<file path="src/rtl/core/grd_pkg.sv">
// Shared types, constants and the arctangent table of the route distance recorder.
`default_nettype none
package grd_pkg;

	localparam int ROUTE_DEPTH  = 512;
	localparam int CORDIC_STEPS = 24;
	localparam int ADDR_W       = $clog2(ROUTE_DEPTH);
	localparam int CNT_W        = $clog2(ROUTE_DEPTH + 1);
	localparam int XY_W         = 36;
	localparam int Z_W          = 38;
	localparam int MUL_W        = 34;
	localparam int PROD_W       = 2 * MUL_W;

	localparam logic [1:0] CMD_SAMPLE = 2'd0;
	localparam logic [1:0] CMD_START  = 2'd1;
	localparam logic [1:0] CMD_STOP   = 2'd2;
	localparam logic [1:0] CMD_READ   = 2'd3;

	localparam logic [2:0] MUL_ANG = 3'd0;
	localparam logic [2:0] MUL_CC  = 3'd1;
	localparam logic [2:0] MUL_U   = 3'd2;
	localparam logic [2:0] MUL_SS  = 3'd3;
	localparam logic [2:0] MUL_US  = 3'd4;
	localparam logic [2:0] MUL_D   = 3'd5;

	localparam logic [1:0] ANG_DLAT = 2'd0;
	localparam logic [1:0] ANG_DLON = 2'd1;
	localparam logic [1:0] ANG_LAT1 = 2'd2;
	localparam logic [1:0] ANG_LAT2 = 2'd3;

	localparam logic REG_INTERVAL = 1'b0;

	localparam logic signed [Z_W-1:0]   PI_Q32      = Z_W'(64'sd13493037705);
	localparam logic signed [Z_W-1:0]   HALF_PI_Q32 = Z_W'(64'sd6746518852);
	localparam logic signed [Z_W-1:0]   TWO_PI_Q32  = Z_W'(64'sd26986075410);
	localparam logic signed [XY_W-1:0]  GAIN_Q30    = XY_W'(64'sd652032874);
	localparam logic signed [MUL_W-1:0] DEG_K       = MUL_W'(64'sd2012227627);
	localparam logic signed [MUL_W-1:0] DIST_K      = MUL_W'(64'sd203872000);
	localparam logic [60:0]             ONE_Q60     = 61'(64'd1 << 60);

	function automatic longint div_pos(longint num, longint den);
		longint quo;
		longint rmd;
		int b;
		quo = 0;
		rmd = 0;
		for (b = 62; b >= 0; b--) begin
			rmd = (rmd << 1) | ((num >>> b) & longint'(1));
			if (rmd >= den) begin
				rmd = rmd - den;
				quo = quo | (longint'(1) << b);
			end
		end
		return quo;
	endfunction

	function automatic logic [32*Z_W-1:0] build_atan();
		logic [32*Z_W-1:0] tab;
		longint sum;
		longint term;
		int i;
		int k;
		int e;
		tab = '0;
		tab[Z_W-1:0] = Z_W'(64'd3373259426);
		for (i = 1; i < 32; i++) begin
			sum = 0;
			for (k = 0; k < 32; k++) begin
				e = i * (2 * k + 1);
				if (e <= 62) begin
					term = div_pos(longint'(1) << (62 - e), longint'(2 * k + 1));
					sum = ((k & 1) != 0) ? sum - term : sum + term;
				end
			end
			tab[i*Z_W +: Z_W] = Z_W'((sum + (longint'(1) << 29)) >>> 30);
		end
		return tab;
	endfunction

	localparam logic [32*Z_W-1:0] ATAN_TAB = build_atan();

	typedef struct packed {
		logic signed [17:0] alt;
		logic [15:0]        spd;
		logic signed [31:0] lon;
		logic signed [30:0] lat;
	} point_t;

	typedef struct packed {
		logic [1:0]         cmd;
		logic               fix;
		logic signed [30:0] lat;
		logic signed [31:0] lon;
		logic [15:0]        spd;
		logic signed [17:0] alt;
		logic [31:0]        now;
		logic [8:0]         idx;
	} item_t;

	typedef struct packed {
		logic               recording;
		logic [9:0]         point_count;
		logic [31:0]        route_distance;
		logic               point_stored;
		logic               point_dropped;
		logic signed [30:0] read_latitude;
		logic signed [31:0] read_longitude;
		logic [15:0]        read_speed;
		logic signed [17:0] read_altitude;
	} res_t;

	typedef struct packed {
		logic       cap;
		logic       rd_prev;
		logic       rd_idx;
		logic       mul_en;
		logic [2:0] mul_op;
		logic [1:0] ang_sel;
		logic       rot_go;
		logic       rot_take;
		logic       u_save;
		logic       t1_save;
		logic       a_save;
		logic       sq_go;
		logic       vec_go;
		logic       d_round;
		logic       d_add;
		logic       do_store;
		logic       do_drop;
		logic       do_start;
		logic       do_stop;
		logic       out_load;
	} ctl_t;

	typedef struct packed {
		logic [1:0] cmd;
		logic       due;
		logic       full;
		logic       has_prev;
		logic       read_ok;
		logic       same_pt;
		logic       cordic_done;
		logic       sq_done;
		logic       out_free;
	} sts_t;

endpackage
`default_nettype wire

</file>
<file path="src/rtl/core/grd_ctrl.sv">
// Controller: sequences each request through the datapath.
`default_nettype none
module grd_ctrl import grd_pkg::*; (
	input  logic clk,
	input  logic arst_n,
	input  logic s_tvalid,
	output logic s_tready,
	input  sts_t sts,
	output ctl_t ctl
);

	localparam logic [4:0] ST_IDLE     = 5'd0;
	localparam logic [4:0] ST_DECODE   = 5'd1;
	localparam logic [4:0] ST_PREV     = 5'd2;
	localparam logic [4:0] ST_ANG_MUL  = 5'd3;
	localparam logic [4:0] ST_ROT_GO   = 5'd4;
	localparam logic [4:0] ST_ROT_WAIT = 5'd5;
	localparam logic [4:0] ST_M_CC     = 5'd6;
	localparam logic [4:0] ST_M_U      = 5'd7;
	localparam logic [4:0] ST_M_SS     = 5'd8;
	localparam logic [4:0] ST_M_US     = 5'd9;
	localparam logic [4:0] ST_M_A      = 5'd10;
	localparam logic [4:0] ST_SQ_GO    = 5'd11;
	localparam logic [4:0] ST_SQ_WAIT  = 5'd12;
	localparam logic [4:0] ST_VEC_GO   = 5'd13;
	localparam logic [4:0] ST_VEC_WAIT = 5'd14;
	localparam logic [4:0] ST_D_MUL    = 5'd15;
	localparam logic [4:0] ST_D_RND    = 5'd16;
	localparam logic [4:0] ST_D_ADD    = 5'd17;
	localparam logic [4:0] ST_OUT      = 5'd18;

	logic [4:0] state_q;
	logic [4:0] state_d;
	logic [1:0] ang_q;
	logic       ang_clr;
	logic       ang_inc;

	always_comb begin
		ctl         = '0;
		ctl.ang_sel = ang_q;
		state_d     = state_q;
		ang_clr     = 1'b0;
		ang_inc     = 1'b0;
		unique case (state_q)
			ST_IDLE: begin
				if (s_tvalid) begin
					ctl.cap = 1'b1;
					state_d = ST_DECODE;
				end
			end
			ST_DECODE: begin
				state_d = ST_OUT;
				unique case (sts.cmd)
					CMD_START: ctl.do_start = 1'b1;
					CMD_STOP:  ctl.do_stop  = 1'b1;
					CMD_READ:  ctl.rd_idx   = sts.read_ok;
					CMD_SAMPLE: begin
						if (sts.due) begin
							if (sts.full) begin
								ctl.do_drop = 1'b1;
							end else if (!sts.has_prev) begin
								ctl.do_store = 1'b1;
							end else begin
								ctl.rd_prev = 1'b1;
								state_d     = ST_PREV;
							end
						end
					end
					default: ;
				endcase
			end
			ST_PREV: begin
				if (sts.same_pt) begin
					ctl.do_store = 1'b1;
					state_d      = ST_OUT;
				end else begin
					ang_clr = 1'b1;
					state_d = ST_ANG_MUL;
				end
			end
			ST_ANG_MUL: begin
				ctl.mul_en = 1'b1;
				ctl.mul_op = MUL_ANG;
				state_d    = ST_ROT_GO;
			end
			ST_ROT_GO: begin
				ctl.rot_go = 1'b1;
				state_d    = ST_ROT_WAIT;
			end
			ST_ROT_WAIT: begin
				if (sts.cordic_done) begin
					ctl.rot_take = 1'b1;
					if (ang_q == ANG_LAT2) begin
						state_d = ST_M_CC;
					end else begin
						ang_inc = 1'b1;
						state_d = ST_ANG_MUL;
					end
				end
			end
			ST_M_CC: begin
				ctl.mul_en = 1'b1;
				ctl.mul_op = MUL_CC;
				state_d    = ST_M_U;
			end
			ST_M_U: begin
				ctl.mul_en = 1'b1;
				ctl.mul_op = MUL_U;
				state_d    = ST_M_SS;
			end
			ST_M_SS: begin
				ctl.mul_en = 1'b1;
				ctl.mul_op = MUL_SS;
				ctl.u_save = 1'b1;
				state_d    = ST_M_US;
			end
			ST_M_US: begin
				ctl.mul_en  = 1'b1;
				ctl.mul_op  = MUL_US;
				ctl.t1_save = 1'b1;
				state_d     = ST_M_A;
			end
			ST_M_A: begin
				ctl.a_save = 1'b1;
				state_d    = ST_SQ_GO;
			end
			ST_SQ_GO: begin
				ctl.sq_go = 1'b1;
				state_d   = ST_SQ_WAIT;
			end
			ST_SQ_WAIT: begin
				if (sts.sq_done) begin
					state_d = ST_VEC_GO;
				end
			end
			ST_VEC_GO: begin
				ctl.vec_go = 1'b1;
				state_d    = ST_VEC_WAIT;
			end
			ST_VEC_WAIT: begin
				if (sts.cordic_done) begin
					state_d = ST_D_MUL;
				end
			end
			ST_D_MUL: begin
				ctl.mul_en = 1'b1;
				ctl.mul_op = MUL_D;
				state_d    = ST_D_RND;
			end
			ST_D_RND: begin
				ctl.d_round = 1'b1;
				state_d     = ST_D_ADD;
			end
			ST_D_ADD: begin
				ctl.d_add    = 1'b1;
				ctl.do_store = 1'b1;
				state_d      = ST_OUT;
			end
			ST_OUT: begin
				if (sts.out_free) begin
					ctl.out_load = 1'b1;
					state_d      = ST_IDLE;
				end
			end
			default: state_d = ST_IDLE;
		endcase
	end

	always_ff @(posedge clk or negedge arst_n) begin
		if (!arst_n) begin
			state_q <= ST_IDLE;
			ang_q   <= ANG_DLAT;
		end else begin
			state_q <= state_d;
			if (ang_clr) begin
				ang_q <= ANG_DLAT;
			end else if (ang_inc) begin
				ang_q <= ang_q + 2'd1;
			end
		end
	end

	assign s_tready = state_q == ST_IDLE;

endmodule
`default_nettype wire

</file>
<file path="config.mk">
export PLATFORM = sky130hd
export DESIGN_NAME = grd_ctrl
export DESIGN_NICKNAME = d
export VERILOG_FILES = /design/src/rtl/core/grd_pkg.sv /design/src/rtl/core/grd_ctrl.sv
export SDC_FILE = /design/constraint.sdc
export NUM_CORES = 1
export LEC_CHECK = 0
export BUFFER_PORTS_ARGS = -buffer_cell sky130_fd_sc_hd__buf_2
export CAP_MARGIN = 20
export CORE_UTILIZATION = 48
export DETAILED_ROUTE_END_ITERATION = 8
export PLACE_DENSITY = 0.8
export REMOVE_ABC_BUFFERS = 1
export SYNTH_ARGS = -nofsm -noshare
export SYNTH_HDL_FRONTEND = slang
export SYNTH_SLANG_ARGS = --single-unit
</file>
<file path="constraint.sdc">
create_clock -name clk -period 2.5 [get_ports clk]
set_input_delay 0.5 -clock clk [delete_from_list [all_inputs] [get_ports clk]]
set_output_delay 0.5 -clock clk [all_outputs]
set_load 0.05 [all_outputs]
</file>
==> flow_summary.toml <==
[status]
status = "finished clean"

[setup_path]
startpoint_type = "flop"
crit_path_start = "state_q[3]$_DFFE_PN0P_"
setup.worst_path.end_class = "output port"
r2r_setup_slack_ns = 0.81
crit-reg2reg-launch = "state_q[3]$_DFFE_PN0P_"
cp_max_fo = 12
worstPathRequired_ns = 2.00
cp_slowest_cell = "dfrtp_1"
critical_path.max_stage_delay_ns = 0.57
path_cells = "inv_1 -> or3_1 -> nor3_1 -> buf_2"
crit_type = "reg2out"
arrival_ns = 1.81

[synthesis]
synth_edf_count = 0
seq_area_frac_synth = 0.230
synth_top_flop_cell = "dfrtp_1"
yosys_warnings = 0
synth.avg_cell_area_um2 = 7.07
synthCells = 108
async_reset_ff_frac = 1.00
synth_area_um2 = 763
yosys.cell_types.count = 41
synth-seq-cells = 7

[finish]
layout-drive-gt1-share = 0.364
synthToLayoutAreaGrowth_pct = 27.9
layout_common_cells = "buf_2, nor2_1, nand2_1"
final_common_cell = "buf_2"
final_nets = 158
n_antenna_cell = 0
fin_util = 0.655
fillCellCount = 143

[timing]
period_share = 0.924
setup_viol = 0
fin_crit_ns = 2.31
hold_slack_ns = 0.0607
rsz0062_at_grt = "no"
fmax_mhz = 433
finalClockSkew_ns = 0.00237
drv_slew = 0
hold_viol_final = 0
worst_pin_slew_ns = 0.470
setup_tns_ns = 0
slew_headroom = 0.683

[global_route]
grt_pass1_vias = 821
grtUsageTotal = 0.257
antenna_found_initial = 0
gr-usage-met2 = 0.472
use_met3 = 0.0783
grt_overflow = 0
grt_use_met1 = 0.283
grt_max_degree = 15
grt_busiest_layer = "met2"
grt_pass1_wl_um = 3420

[clock_tree]
cts_buffers = 3
cts_setup_buffers = 0
hold_buffers = 0
path_clk_slew_ns = 0.06
clock_sinks = 7
htreeDepth = 1
clk_latency_ns = 0.26
root_buffer = "clkbuf_4"
tritoncts = "yes"
cts_buffer_depth = 2

[detailed_routing]
drtIter0Drc = 27
routed_wl_um = 2120
vias = 923
wl_per_cell_um = 13.3
ant_nets = 0
route.detailed.drc = 0
drtPass1Iterations = 5
vias_per_cell = 5.81

[floorplan]
fp.dieW_um = 41.9
die_h_um = 41.9
core-area_um2 = 1490
ios = 37
start_util = 0.513
num_rows = 14
die_area_um2 = 1750

[power_and_ir_drop]
power_density_nw_per_um2 = 1220
p_leak_nw = 0.511
finalPower_mw = 1.19
peakVddDrop_uv = 662

[placed_design]
portBuffers = 36
dp_hpwl_um = 1660
routabilityCongestion = 0.920

[worst_hold_path]
hold_class = "in2async"

[run]
drv_cap = 0
==> final timing paths <==
kind | cells past startpoint | endpoint
max | 4 | ctl[11]
min in group clk | 3 | ang_q[0]$_DFFE_PN0P_
min | 1 | state_q[3]$_DFFE_PN0P_
max reg2reg | 4 | ang_q[1]$_DFFE_PN0P_
min reg2reg | 2 | ang_q[1]$_DFFE_PN0P_
max in group asynchronous | 1 | state_q[0]$_DFFE_PN0P_
==> per-layer routing <==
metal  up-vias  share of wire
met5         -              0
met3         2          0.064
met4         0         0.0090
met2        52           0.53
met1       423           0.39
li1        446              -
==> cells by family after synthesis <==
family          count (synthesis)  share of synthesized area
compound gates                 20                      0.179
xor+xnor                        2                     0.0230
fa+ha+maj                       2                     0.0295
buf+inv                        12                     0.0836
flops                           7                      0.230
mux                             1                     0.0131
simple gates                   64                      0.443
==> worst max-delay path, delay by kind of cell (launching register included) <==
| family | cells | cell delay, ns |
|---|---|---|
| buffers and inverters | 2 | 0.40 |
| flip-flops | 1 | 0.57 |
| AND/OR/NAND/NOR | 2 | 0.58 |
==> sequential cells by signal, summed over array words and instances, names as in the netlist <==
signal / count
ang_q: 2
state_q: 5
==> metrics by stage <==
| step | cell area (µm²) | setup slack, ns | instances |
|---|---|---|---|
| after floorplan | 711 | -0.640 | 99 |
| after global placement | 941 | 0.282 | 155 |
| after detailed placement | 941 | 0.272 | 155 |
| after CTS | 968 | 0.116 | 159 |
| after global routing | 976 | 0.0511 | 159 |
| final | 976 | 0.190 | 159 |
==> area by class of cell <==
type	count	area [µm²]	share of cell area
inverters	3	11.3	0.0115
multi-input cells	89	529	0.542
clock buffers	3	22.5	0.0231
flip-flops and latches	7	178	0.182
well taps	16	20.0	0.0205
repair buffers	40	210	0.215
clock inverters	1	5.00	0.00513
==> cell usage after synthesis (2+ instances only) <==
master	instances	share of area
nor3b_2	2	0.033
inv_1	3	0.015
nor2_1	21	0.10
o21ai_0	4	0.026
nor3b_1	2	0.020
nand2_1	10	0.049
and3_1	4	0.033
buf_2	4	0.026
nand3b_1	2	0.020
nor3_1	7	0.046
nor2b_1	2	0.016
nand2b_1	2	0.016
dfrtp_1	7	0.23
a21oi_1	8	0.052
nand3_1	3	0.020
clkbuf_2	2	0.013
==> power breakdown <==
part / leakage [nW] / switching (mW) / internal, mW
sequential: 0.0891 / 0.106 / 0.158
clock: 0.0177 / 0.0471 / 0.0587
combinational: 0.404 / 0.555 / 0.263
==> repair_timing <==
item,in CTS,in global routing
gates resized for setup,0,3
endpoints found under the setup margin,0,3
hold endpoints to repair,0,0
Note: power is estimated with default switching activity, not from simulation.
